## src/hw/rtl/midpoint_line_rasterizer_macros.svh

```systemverilog
// assertion macros shared by the rasterizer modules
`ifndef MIDPOINT_LINE_RASTERIZER_MACROS_SVH
`define MIDPOINT_LINE_RASTERIZER_MACROS_SVH

`ifndef NO_ASSERTIONS

// property checked on every rising clock edge outside reset
`define MLR_ASSERT(label, clk, arst_n, prop, msg) \
	label: assert property (@(posedge clk) disable iff (!arst_n) prop) else $error(msg);

// condition that must never be seen outside reset
`define MLR_NEVER(label, clk, arst_n, cond, msg) \
	label: assert property (@(posedge clk) disable iff (!arst_n) !(cond)) else $error(msg);

`else

`define MLR_ASSERT(label, clk, arst_n, prop, msg)

`define MLR_NEVER(label, clk, arst_n, cond, msg)

`endif

`endif

```

## src/hw/rtl/mlr_pkg.sv

```systemverilog
package mlr_pkg;

	localparam int COORD_BITS  = 12;
	localparam int DEC_BITS    = COORD_BITS + 4;
	localparam int QUEUE_DEPTH = 4;
	localparam int QPTR_BITS   = $clog2(QUEUE_DEPTH);

	localparam logic CMD_START = 1'b0;
	localparam logic CMD_STEP  = 1'b1;

	typedef logic [COORD_BITS-1:0] coord_t;
	typedef logic [COORD_BITS:0] rem_t;
	typedef logic signed [DEC_BITS-1:0] dec_t;
	typedef logic [QPTR_BITS-1:0] qptr_t;
	typedef logic [QPTR_BITS:0] qcount_t;

	typedef struct packed {
		logic   cmd;
		coord_t start_x;
		coord_t start_y;
		coord_t end_x;
		coord_t end_y;
	} line_in_t;

	typedef struct packed {
		coord_t pixel_x;
		coord_t pixel_y;
		logic   last;
	} line_out_t;

	typedef struct packed {
		logic y_major;
		logic y_down;
		logic x_down;
	} dir_t;

	// classified command handed from front to back
	typedef struct packed {
		logic   is_step;
		coord_t start_x;
		coord_t start_y;
		coord_t abs_dx;
		coord_t abs_dy;
		dir_t   dir;
	} seg_cmd_t;

	// queue head as seen by the back end
	typedef struct packed {
		logic     valid;
		seg_cmd_t entry;
	} queue_head_t;

endpackage

```

## src/hw/rtl/mlr_front.sv

```systemverilog
module mlr_front (
	input  mlr_pkg::line_in_t item,
	output mlr_pkg::seg_cmd_t entry
);
	import mlr_pkg::*;

	logic x_down;
	logic y_down;
	coord_t abs_dx;
	coord_t abs_dy;

	always_comb begin
		x_down = item.end_x < item.start_x;
		y_down = item.end_y < item.start_y;
		abs_dx = x_down ? coord_t'(item.start_x - item.end_x)
		                : coord_t'(item.end_x - item.start_x);
		abs_dy = y_down ? coord_t'(item.start_y - item.end_y)
		                : coord_t'(item.end_y - item.start_y);

		entry.is_step     = item.cmd == CMD_STEP;
		entry.start_x     = item.start_x;
		entry.start_y     = item.start_y;
		entry.abs_dx      = abs_dx;
		entry.abs_dy      = abs_dy;
		// equal deltas keep x as the major axis
		entry.dir.y_major = abs_dy > abs_dx;
		entry.dir.y_down  = y_down;
		entry.dir.x_down  = x_down;
	end

endmodule

```

## src/hw/rtl/mlr_cmd_queue.sv

```systemverilog
`include "midpoint_line_rasterizer_macros.svh"

module mlr_cmd_queue (
	input  logic                 clk,
	input  logic                 arst_n,
	input  logic                 wr_en,
	input  mlr_pkg::seg_cmd_t    wr_data,
	output logic                 full,
	input  logic                 rd_en,
	output mlr_pkg::queue_head_t head
);
	import mlr_pkg::*;

	seg_cmd_t mem_q [QUEUE_DEPTH];
	qptr_t wr_ptr_q;
	qptr_t rd_ptr_q;
	qcount_t count_q;

	always_ff @(posedge clk) begin
		if (wr_en) begin
			mem_q[wr_ptr_q] <= wr_data;
		end
	end

	always_ff @(posedge clk or negedge arst_n) begin
		if (!arst_n) begin
			wr_ptr_q <= '0;
			rd_ptr_q <= '0;
			count_q  <= '0;
		end else begin
			if (wr_en) begin
				wr_ptr_q <= qptr_t'(wr_ptr_q + 1'b1);
			end
			if (rd_en) begin
				rd_ptr_q <= qptr_t'(rd_ptr_q + 1'b1);
			end
			unique case ({wr_en, rd_en})
				2'b10:   count_q <= qcount_t'(count_q + 1'b1);
				2'b01:   count_q <= qcount_t'(count_q - 1'b1);
				default: count_q <= count_q;
			endcase
		end
	end

	assign full       = count_q == qcount_t'(QUEUE_DEPTH);
	assign head.valid = count_q != '0;
	assign head.entry = mem_q[rd_ptr_q];

	`MLR_NEVER(a_count_bound, clk, arst_n, count_q > qcount_t'(QUEUE_DEPTH), "queue overfilled")
	`MLR_ASSERT(a_rd_not_empty, clk, arst_n, rd_en |-> count_q != '0, "read from empty queue")

endmodule

```

## src/hw/rtl/mlr_back.sv

```systemverilog
`include "midpoint_line_rasterizer_macros.svh"

module mlr_back (
	input  logic                 clk,
	input  logic                 arst_n,
	input  mlr_pkg::queue_head_t head,
	output logic                 rd_en,
	output logic                 empty,
	input  logic                 pop,
	output mlr_pkg::line_out_t   pixel
);
	import mlr_pkg::*;

	logic busy_q;
	coord_t cur_x_q;
	coord_t cur_y_q;
	rem_t remaining_q;
	dec_t decision_q;
	coord_t abs_dx_q;
	coord_t abs_dy_q;
	dir_t dir_q;

	logic out_valid_q;
	line_out_t out_q;

	logic busy_d;
	coord_t cur_x_d;
	coord_t cur_y_d;
	rem_t remaining_d;
	dec_t decision_d;
	coord_t abs_dx_d;
	coord_t abs_dy_d;
	dir_t dir_d;

	logic out_room;
	logic emit;
	coord_t ld_maj;
	coord_t ld_mnr;
	coord_t st_maj;
	coord_t st_mnr;
	logic minor_step;

	function automatic coord_t step_coord(coord_t c, logic down);
		step_coord = down ? coord_t'(c - 1'b1) : coord_t'(c + 1'b1);
	endfunction

	assign out_room = !out_valid_q || pop;
	// start items and idle steps never need the output register
	assign rd_en = head.valid && (!head.entry.is_step || !busy_q || out_room);
	assign emit  = rd_en && head.entry.is_step && busy_q;

	always_comb begin
		busy_d      = busy_q;
		cur_x_d     = cur_x_q;
		cur_y_d     = cur_y_q;
		remaining_d = remaining_q;
		decision_d  = decision_q;
		abs_dx_d    = abs_dx_q;
		abs_dy_d    = abs_dy_q;
		dir_d       = dir_q;

		ld_maj = head.entry.dir.y_major ? head.entry.abs_dy : head.entry.abs_dx;
		ld_mnr = head.entry.dir.y_major ? head.entry.abs_dx : head.entry.abs_dy;
		st_maj = dir_q.y_major ? abs_dy_q : abs_dx_q;
		st_mnr = dir_q.y_major ? abs_dx_q : abs_dy_q;
		minor_step = decision_q > 0;

		priority if (rd_en && !head.entry.is_step) begin
			cur_x_d     = head.entry.start_x;
			cur_y_d     = head.entry.start_y;
			abs_dx_d    = head.entry.abs_dx;
			abs_dy_d    = head.entry.abs_dy;
			dir_d       = head.entry.dir;
			remaining_d = rem_t'(ld_maj);
			decision_d  = dec_t'((dec_t'(ld_mnr) <<< 1) - dec_t'(ld_maj));
			busy_d      = ld_maj != '0;
		end else if (emit) begin
			if (remaining_q <= rem_t'(1)) begin
				remaining_d = '0;
				busy_d      = 1'b0;
			end else begin
				remaining_d = rem_t'(remaining_q - 1'b1);
				if (dir_q.y_major) begin
					cur_y_d = step_coord(cur_y_q, dir_q.y_down);
					if (minor_step) begin
						cur_x_d = step_coord(cur_x_q, dir_q.x_down);
					end
				end else begin
					cur_x_d = step_coord(cur_x_q, dir_q.x_down);
					if (minor_step) begin
						cur_y_d = step_coord(cur_y_q, dir_q.y_down);
					end
				end
				decision_d = dec_t'(decision_q + (dec_t'(st_mnr) <<< 1)
					- (minor_step ? (dec_t'(st_maj) <<< 1) : dec_t'(0)));
			end
		end else begin
			busy_d = busy_q;
		end
	end

	always_ff @(posedge clk or negedge arst_n) begin
		if (!arst_n) begin
			busy_q      <= 1'b0;
			cur_x_q     <= '0;
			cur_y_q     <= '0;
			remaining_q <= '0;
			decision_q  <= '0;
			abs_dx_q    <= '0;
			abs_dy_q    <= '0;
			dir_q       <= '0;
			out_valid_q <= 1'b0;
		end else begin
			busy_q      <= busy_d;
			cur_x_q     <= cur_x_d;
			cur_y_q     <= cur_y_d;
			remaining_q <= remaining_d;
			decision_q  <= decision_d;
			abs_dx_q    <= abs_dx_d;
			abs_dy_q    <= abs_dy_d;
			dir_q       <= dir_d;
			if (emit) begin
				out_valid_q <= 1'b1;
			end else if (pop) begin
				out_valid_q <= 1'b0;
			end
		end
	end

	always_ff @(posedge clk) begin
		if (emit) begin
			out_q.pixel_x <= cur_x_q;
			out_q.pixel_y <= cur_y_q;
			out_q.last    <= remaining_q == rem_t'(1);
		end
	end

	assign empty = !out_valid_q;
	assign pixel = out_q;

	`MLR_ASSERT(a_busy_has_work, clk, arst_n, busy_q |-> remaining_q != '0, "busy with no pixels left")
	`MLR_ASSERT(a_idle_no_work, clk, arst_n, !busy_q |-> remaining_q == '0, "idle with pixels left")
	`MLR_ASSERT(a_decision_range, clk, arst_n, busy_q |-> (decision_q <= (dec_t'(st_mnr) <<< 1)) && (decision_q >= -(dec_t'(st_maj) <<< 1)), "decision term out of range")

endmodule

```

## src/hw/rtl/midpoint_line_rasterizer.sv

```systemverilog
// channel   direction  handshake            payload
// item      in         push / full          mlr_pkg::line_in_t  (cmd, endpoints)
// pixel     out        empty / pop          mlr_pkg::line_out_t (pixel_x, pixel_y, last)
//
// one item per clock sustained while the pixel register is popped; a step item of a line
// in progress waits while it is full; steps use a single add-and-compare midpoint update
// a pixel is registered onto the result ports in the cycle after its step item is taken
// arst_n clears all control state at once; there is no clearing pass
// a four-entry command queue lets push run on while pop stalls; full rises when it fills
module midpoint_line_rasterizer (
	input  logic               clk,
	input  logic               arst_n,
	input  logic               push,
	output logic               full,
	input  mlr_pkg::line_in_t  item,
	output logic               empty,
	input  logic               pop,
	output mlr_pkg::line_out_t pixel
);
	import mlr_pkg::*;

	seg_cmd_t front_entry;
	queue_head_t head;
	logic rd_en;
	logic wr_en;

	assign wr_en = push && !full;

	mlr_front u_front (
		.item  (item),
		.entry (front_entry)
	);

	mlr_cmd_queue u_queue (
		.clk     (clk),
		.arst_n  (arst_n),
		.wr_en   (wr_en),
		.wr_data (front_entry),
		.full    (full),
		.rd_en   (rd_en),
		.head    (head)
	);

	mlr_back u_back (
		.clk    (clk),
		.arst_n (arst_n),
		.head   (head),
		.rd_en  (rd_en),
		.empty  (empty),
		.pop    (pop),
		.pixel  (pixel)
	);

endmodule
```

## config.mk

```make
export PLATFORM = sky130hd
export DESIGN_NAME = midpoint_line_rasterizer
export DESIGN_NICKNAME = d
export VERILOG_FILES = /design/src/hw/rtl/mlr_pkg.sv /design/src/hw/rtl/mlr_front.sv /design/src/hw/rtl/mlr_cmd_queue.sv /design/src/hw/rtl/mlr_back.sv /design/src/hw/rtl/midpoint_line_rasterizer.sv
export VERILOG_INCLUDE_DIRS = /design/src /design/src/hw/rtl
export SDC_FILE = /design/constraint.sdc
export NUM_CORES = 1
export LEC_CHECK = 0
export BUFFER_PORTS_ARGS = -buffer_cell sky130_fd_sc_hd__buf_2
export CAP_MARGIN = 0
export CORE_UTILIZATION = 51
export CTS_CLUSTER_SIZE = 20
export DETAILED_ROUTE_END_ITERATION = 7
export PLACE_DENSITY = 0.67
export SLEW_MARGIN = 15
export SYNTH_ARGS = -nofsm -noshare
export SYNTH_HDL_FRONTEND = slang
export SYNTH_SLANG_ARGS = --single-unit
```

## constraint.sdc

```tcl
create_clock -name clk -period 5.2 [get_ports clk]
set_input_delay 0.26 -clock clk [delete_from_list [all_inputs] [get_ports clk]]
set_output_delay 0.26 -clock clk [all_outputs]
set_load 0.01 [all_outputs]
```

==> metrics.md, run 1 <==
| Metric | Value |
|---|---|
| DR iter-0 viols | 960 |
| Largest net degree at the start of global routing | 53 |
| Hold Path Class | primary input to flop |
| Detailed placer's ending HPWL | 29000 um |
| Ports | 80 |
| Synth cell count leaders | 233 x edfxtp_1, 144 x nand2_1, 121 x inv_1 |
| EDFF count, synth | 233 |
| Most frequent cell after synthesis | edfxtp_1 |
| Syn Area/Cell | 11.9 um2 |
| Share of cells above drive strength 1 | 14.6% |
| Crit Path Class | primary input to flop |
| CP startpoint kind | primary input |
| Status | complete, no violations |
| Core region area | 0.0345 mm2 |
| Antenna Nets Post-Route | 0 |
| Root Buffer | clkbuf_16 |
| Warnings, synthesis | 0 |
| Crit share post-route | 84.5% |
| Die Ht | 189 um |
| Number of I/O port buffers | 79 |
| Setup TNS | 0 ns |
| Nets | 1783 |
| Final min period | 4.39 ns |
| Leading area contributor after synthesis | edfxtp_1 |
| Fill cells | 2864 |
| Post-synthesis async set-or-reset flop share | 27.6% |
| Via density | 5.72 |
| Num CTS Buffers | 36 |
| Clock tree buffer depth | 3 |
| Critical Path Most Common Cell | a21o_1 |
| Post-CTS Setup Bufs | 0 |
| Yosys cell types | 70 |
| DR pass1 iterations | 5 |
| CTS tree | yes |
| Die width | 189 um |
| Slew margin rel. | 34.5% |
| Max FO, Critical Path | 14 |
| Post-Syn Nets | 1682 |
| Worst-Skew Late Latency | 0.54 ns |
| Mapped Area | 0.0179 mm2 |
| Total track usage | 23.6% |
| #FFs+latches synth | 322 |
| Final setup violation count | 0 |
| Clock slew at reported path FFs | 0.06 ns |
| Arrival @ worst endpoint | 4.66 ns |
| Gp weighted congestion | 0.905 |
| Top cell type's share of synthesized area | 39.1% |
| Critical-path top delay cell | dlygate4sd3_1 |
| First-pass GRT wire length | 65000 um |
| Drt drc | 0 |
| Peak Freq | 228 MHz |
| Diodes inserted | 0 |
| CP required | 5.46 ns |
| Vias in the first global route | 11700 |
| Post-Place Cells | 1993 |
| Sink Count | 322 |
| CTS resizes | 0 |
| Sequential area share after synthesis | 51.6% |
| Max stage delay on crit path | 0.55 ns |
| Syn Inst Count | 1498 |
| Routed WL | 41100 um |
| Worst clock skew | 0.0249 ns |
| DR WL/cell | 19.8 um |
| Die ar. | 0.0358 mm2 |
| Final Max Tran Viols | 0 |
| GRT Residual Overflow | 0 |
| Max Cap Viol | 0 |
| Rows | 68 |
| Initial antenna violation count | 0 |
| Non-filler cells, final | 2081 |
| Synth top area cells | edfxtp_1 39%, dfrtp_1 12%, ha_1 7.7%, mux4_2 6.6%, nand2_1 3.0% |
| Initial Util | 51.8% |
| Core Util, Final | 58.5% |
| Setup crit end kind | flop |
| Synth Flop Type | edfxtp_1 |
| H-tree depth | 2 |
| Cts hold-fix bufs | 23 |
| Worst Tran Pin Value | 0.982 ns |
| Crit path cell chain | dlygate4sd3_1, buf_2, ha_1, a21o_1, or3_1, o221a_1, o21ai_1, a21o_1, mux2i_1, xnor2_1, ha_1, a21o_1, a21o_1, a21oi_1, nor2_1, a2111oi_0, nor2_1 |
| Vias | 11900 |
| Fin. Hold Viols | 0 |
| RSZ-0062 raised after global routing | false |
| Area grow syn2layout | 13.0% |
-- cells in the final DEF, fill, tap and decap left out, drive strengths merged, types with 25 or more instances in the layout --
| cell | count |
|---|---|
| xor2 | 33 |
| mux2i | 51 |
| a21oi | 87 |
| dfrtp | 89 |
| a21o | 25 |
| xnor2 | 38 |
| nor3 | 31 |
| o21ai | 72 |
| ha | 110 |
| edfxtp | 233 |
| buf | 97 |
| mux4 | 52 |
| nand2 | 144 |
| clkbuf | 47 |
| nor2 | 90 |
| inv | 125 |
-- stage by stage --
stage	area, um2	setup slack [ns]	hold WS (ns)
final	20200	0.806	0.0230
after global routing	20200	0.418	0.0192
after CTS	20200	0.854	0.00571
after detailed placement	18800	0.843	0.269
after global placement	18800	0.902	0.267
after floorplan	17900	1.28	-0.0356
-- registers in the layout, indices dropped and copies added (netlist names), 3 cells and up --
| register | cells |
|---|---|
| u_back.abs_dx_q | 12 |
| u_back.cur_x_q | 12 |
| u_back.decision_q | 16 |
| u_queue.count_q | 3 |
| u_back.abs_dy_q | 12 |
| u_back.pixel | 25 |
| u_back.cur_y_q | 12 |
| u_back.remaining_q | 13 |
| u_back.dir_q | 3 |
| u_queue.mem_q | 208 |
-- layout make-up --
class | count | area, um2 | share of cell area, %
multi-input combinational | 996 | 7960 | 39.4
inverter | 123 | 462 | 2.28
clock inverter | 18 | 269 | 1.33
tap | 455 | 569 | 2.82
sequential | 322 | 9230 | 45.7
timing repair buffer | 120 | 763 | 3.78
clock buffer | 47 | 952 | 4.71
-- final timing paths --
path | start | endpoint | slack [ns] | cells past startpoint
hold reg to reg | u_back.remaining_q[3]$_DFFE_PN0P_ | u_back.remaining_q[3]$_DFFE_PN0P_ | 0.49 | 2
hold / removal | item[27] | u_queue.mem_q[0][30]$_DFFE_PP_ | 0.02 | 1
max in group asynchronous | arst_n | u_back.cur_x_q[10]$_DFFE_PN0P_ | 3.86 | 3
setup / recovery | item[41] | u_queue.mem_q[3][2]$_DFFE_PP_ | 0.81 | 17
min in group asynchronous | arst_n | u_back.decision_q[1]$_DFFE_PN0P_ | 0.25 | 2
setup reg to reg | u_back.decision_q[8]$_DFFE_PN0P_ | u_back.decision_q[13]$_DFFE_PN0P_ | 0.93 | 12
-- per-layer routing --
metal | part of all wire, % | up-vias | track usage (%)
met1 | 47 | 5870 | 33.9
met3 | 4.2 | 54 | 2.54
li1 | - | 5686 | -
met4 | 2.0 | 0 | 6.23
met2 | 47 | 286 | 38.2
met5 | 0 | - | 0
-- kinds of logic after synthesis --
group           count (synthesis)  share of synthesized area, %
simple gates                  370                          9.50
flops                         322                          51.6
compound gates                304                          10.9
buf+inv                       180                          3.93
fa+ha+maj                     131                          10.1
mux                           120                          10.5
xor+xnor                       71                          3.48
-- critical path: cells and delay by family --
family / cells / cell delay (ns)
adder cells (fa/ha/maj): 2 / 0.67
AO/OA/AOI/OAI: 8 / 1.96
XOR/XNOR: 1 / 0.17
buffers and inverters: 2 / 0.71
AND/OR/NAND/NOR: 3 / 0.51
multiplexers: 1 / 0.38
Power of run 1 is left out: the tool's default activity adds up to more than one toggle a clock period on the data nets, which glitch-free logic cannot reach.
==> run 2: changes to the inputs <==
Settings changed: PLACE_DENSITY 0.67 to 0.7.
Clock period 5.2 ns to 3.86 ns, I/O delays scaled along.
==> run 2 against run 1 <==
Against the previous run: sequential share of layout area fell by 2.1 points; via count grew 5.1%; critical path depth down 1; global-route usage up 0.74 points; utilization is 2.8 points higher; die area stayed put; first-iteration DRC count is 2.2% lower; cell count up 4.1%; highest routed layer unchanged.
==> metrics.md, run 2 (synthesis gave the netlist of run 1 again) <==
| Metric | Value |
|---|---|
| Gp weighted congestion | 0.899 (was 0.905) |
| Top delay family on crit path | compound AO/OA/AOI/OAI gates (unchanged) |
| Status | complete, no violations (unchanged) |
| Final min period | 3.76 ns |
| DR WL/cell | 19.9 um (was 19.8 um) |
| Clock tree buffer depth | 3 (unchanged) |
| Worst clock skew | 0.0239 ns (was 0.0249 ns) |
| Setup ws final | 0.0989 ns (was 0.806 ns) |
| Crit path cell chain | dlygate4sd3_1, buf_2, ha_1, o211a_1, o31a_1, o221a_1, o21ai_2, a21o_1, buf_6, mux2i_4, xnor2_1, ha_1, a21o_1, a21o_1, a2111oi_4, nor2_2 (was dlygate4sd3_1, buf_2, ha_1, a21o_1, or3_1, o221a_1, o21ai_1, a21o_1, mux2i_1, xnor2_1, ha_1, a21o_1, a21o_1, a21oi_1, nor2_1, a2111oi_0, nor2_1) |
| Global Route met2 Usage | 40.0% (was 38.2%) |
| DR iter-0 viols | 939 (was 960) |
| Drt drc | 0 (unchanged) |
| Setup crit end kind | flop (unchanged) |
| Max Cap Viol | 0 (unchanged) |
| CP Launch Point | item[39] (was item[41]) |
| Worst-Skew Late Latency | 0.52 ns (was 0.54 ns) |
| Slew margin rel. | 44.9% (was 34.5%) |
| Hold Path Class | primary input to flop (unchanged) |
| Post-route cell area | 0.0212 mm2 (was 0.0202 mm2) |
| Nets | 1870 (was 1783) |
| Die ar. | 0.0358 mm2 (unchanged) |
| Num CTS Buffers | 35 (was 36) |
| Final Max Tran Viols | 0 (unchanged) |
| Largest net degree at the start of global routing | 56 (was 53) |
| Buffer and inverter count on the worst path | 3 (was 2) |
| Arrival @ worst endpoint | 4.01 ns (was 4.66 ns) |
| Total track usage | 24.3% (was 23.6%) |
| Area grow syn2layout | 18.4% (was 13.0%) |
| Reg with most FFs | u_queue.mem_q (unchanged) |
| Core Util, Final | 61.3% (was 58.5%) |
| Ports | 80 (unchanged) |
| Hold wc startpoint | item[40] (was item[27]) |
| Die Ht | 189 um (unchanged) |
| Max stage delay on crit path | 0.53 ns (was 0.55 ns) |
| Rows | 68 (unchanged) |
| Crit share post-route | 97.4% |
| DR pass1 iterations | 5 (unchanged) |
| Vias | 12500 (was 11900) |
| Worst Tran Pin Value | 0.827 ns (was 0.982 ns) |
| Max reg flops | 208 (unchanged) |
| Met3 Usage GRT | 3.21% (was 2.54%) |
| Post-Place Cells | 2076 (was 1993) |
| Routed WL | 43200 um (was 41100 um) |
| Share of cells above drive strength 1 | 21.4% (was 14.6%) |
| CP required | 4.10 ns (was 5.46 ns) |
| Initial antenna violation count | 0 (unchanged) |
| Non-filler cells, final | 2166 (was 2081) |
| Commonest non-fill, non-tap cell in the layout | edfxtp_1 (unchanged) |
| Root Buffer | clkbuf_16 (unchanged) |
| Worst slack at placement | -0.193 ns (was 0.843 ns) |
| GRT Residual Overflow | 0 (unchanged) |
| Placed inst area | 0.0195 mm2 (was 0.0188 mm2) |
| Critical Path Most Common Cell | a21o_1 (unchanged) |
| H-tree depth | 2 (unchanged) |
| Die width | 189 um (unchanged) |
| Critical-path top delay cell | dlygate4sd3_1 (unchanged) |
| CTS tree | yes (unchanged) |
| Busiest layer in global routing | met2 (unchanged) |
| Detailed placer's ending HPWL | 30400 um (was 29000 um) |
| Number of I/O port buffers | 79 (unchanged) |
| Via density | 5.77 (was 5.72) |
| CP startpoint kind | primary input (unchanged) |
| Reg2Reg Launch Point | u_queue.rd_ptr_q[0]$_DFFE_PN0P_ (was u_back.decision_q[8]$_DFFE_PN0P_) |
| First-pass GRT wire length | 67300 um (was 65000 um) |
| Initial Util | 51.8% (unchanged) |
| RSZ-0062 raised after global routing | true (was false) |
| Crit Path Class | primary input to flop (unchanged) |
| Sink Count | 322 (unchanged) |
| Final setup violation count | 0 (unchanged) |
| Clock slew at reported path FFs | 0.06 ns (about the same) |
| Vias in the first global route | 12300 (was 11700) |
| Diodes inserted | 0 (unchanged) |
| Max FO, Critical Path | 6 (was 14) |
| Core region area | 0.0345 mm2 (unchanged) |
| Antenna Nets Post-Route | 0 (unchanged) |
| Peak Freq | 266 MHz |
| Routing usage on met1 | 34.0% (was 33.9%) |
| Fin. Hold Viols | 0 (unchanged) |
| Most frequent cells in the layout | 233 x edfxtp_1, 143 x nand2_1, 120 x inv_1, 108 x ha_1, 101 x buf_4 (was 233 x edfxtp_1, 144 x nand2_1, 121 x inv_1, 110 x ha_1, 89 x nor2_1) |
[run 2: path summary, 6_finish.rpt]
| kind | end | slack (ns) | cells after the start |
|---|---|---|---|
| max | u_queue.mem_q[3][2]$_DFFE_PP_ | 0.1 | 16 |
| min | u_queue.mem_q[2][43]$_DFFE_PP_ | 0.02 | 2 |
| max reg2reg | u_back.decision_q[8]$_DFFE_PN0P_ | 0.1 | 11 |
| min reg2reg | u_back.pixel[22]$_DFFE_PP_ | 0.49 | 0 |
| max in group asynchronous | u_back.cur_x_q[8]$_DFFE_PN0P_ | 2.56 | 3 |
| min in group asynchronous | u_back.remaining_q[3]$_DFFE_PN0P_ | 0.29 | 2 |
[run 2: per-stage QoR]
step | setup TNS (ns) | hold WS, ns
floorplan | 0 | -0.103
global placement | -0.510 | 0.303
global route | -0.296 | 0.0225
detailed placement | -1.26 | 0.308
CTS | 0 | 0.00340
finish | 0 | 0.0200
[run 2: area by class of cell]
type	count	area [um2]
fillers	2715	13400
flip-flops and latches	322	9230
multi-input cells	996	8180
repair buffers	208	1510
clock buffers	40	916
well taps	455	569
inverters	123	462
clock inverters	22	297
[run 2: worst reg2reg max path: stages, from the launching register on]
cell and delay (ns):
dfrtp_4 0.52, mux4_2 0.72, buf_4 0.22, mux2_4 0.34
fa_1 0.45, nor2b_1 0.18, o31ai_1 0.11, a21boi_0 0.38
or2_2 0.22, a21boi_0 0.10, xnor2_1 0.26, a21oi_1 0.11
[run 2: layer usage]
| metal | up-vias | wire length [um] |
|---|---|---|
| met4 | 0 | 1170 |
| met3 | 85 | 2350 |
| met2 | 426 | 20600 |
| met1 | 6131 | 19100 |
| met5 | - | 0 |
| li1 | 5865 | - |
[run 2: timing repair]
item | CTS | global route
hold endpoints to repair | 125 | 0
pin swaps | 0 | 17
hold buffers | 20 | 0
gates cloned | 0 | 0
gates resized for setup | 4 | 45
buffers inserted | 0 | 8
endpoints found under the setup margin | 6 | 10
Power of run 2 is left out for the same reason.
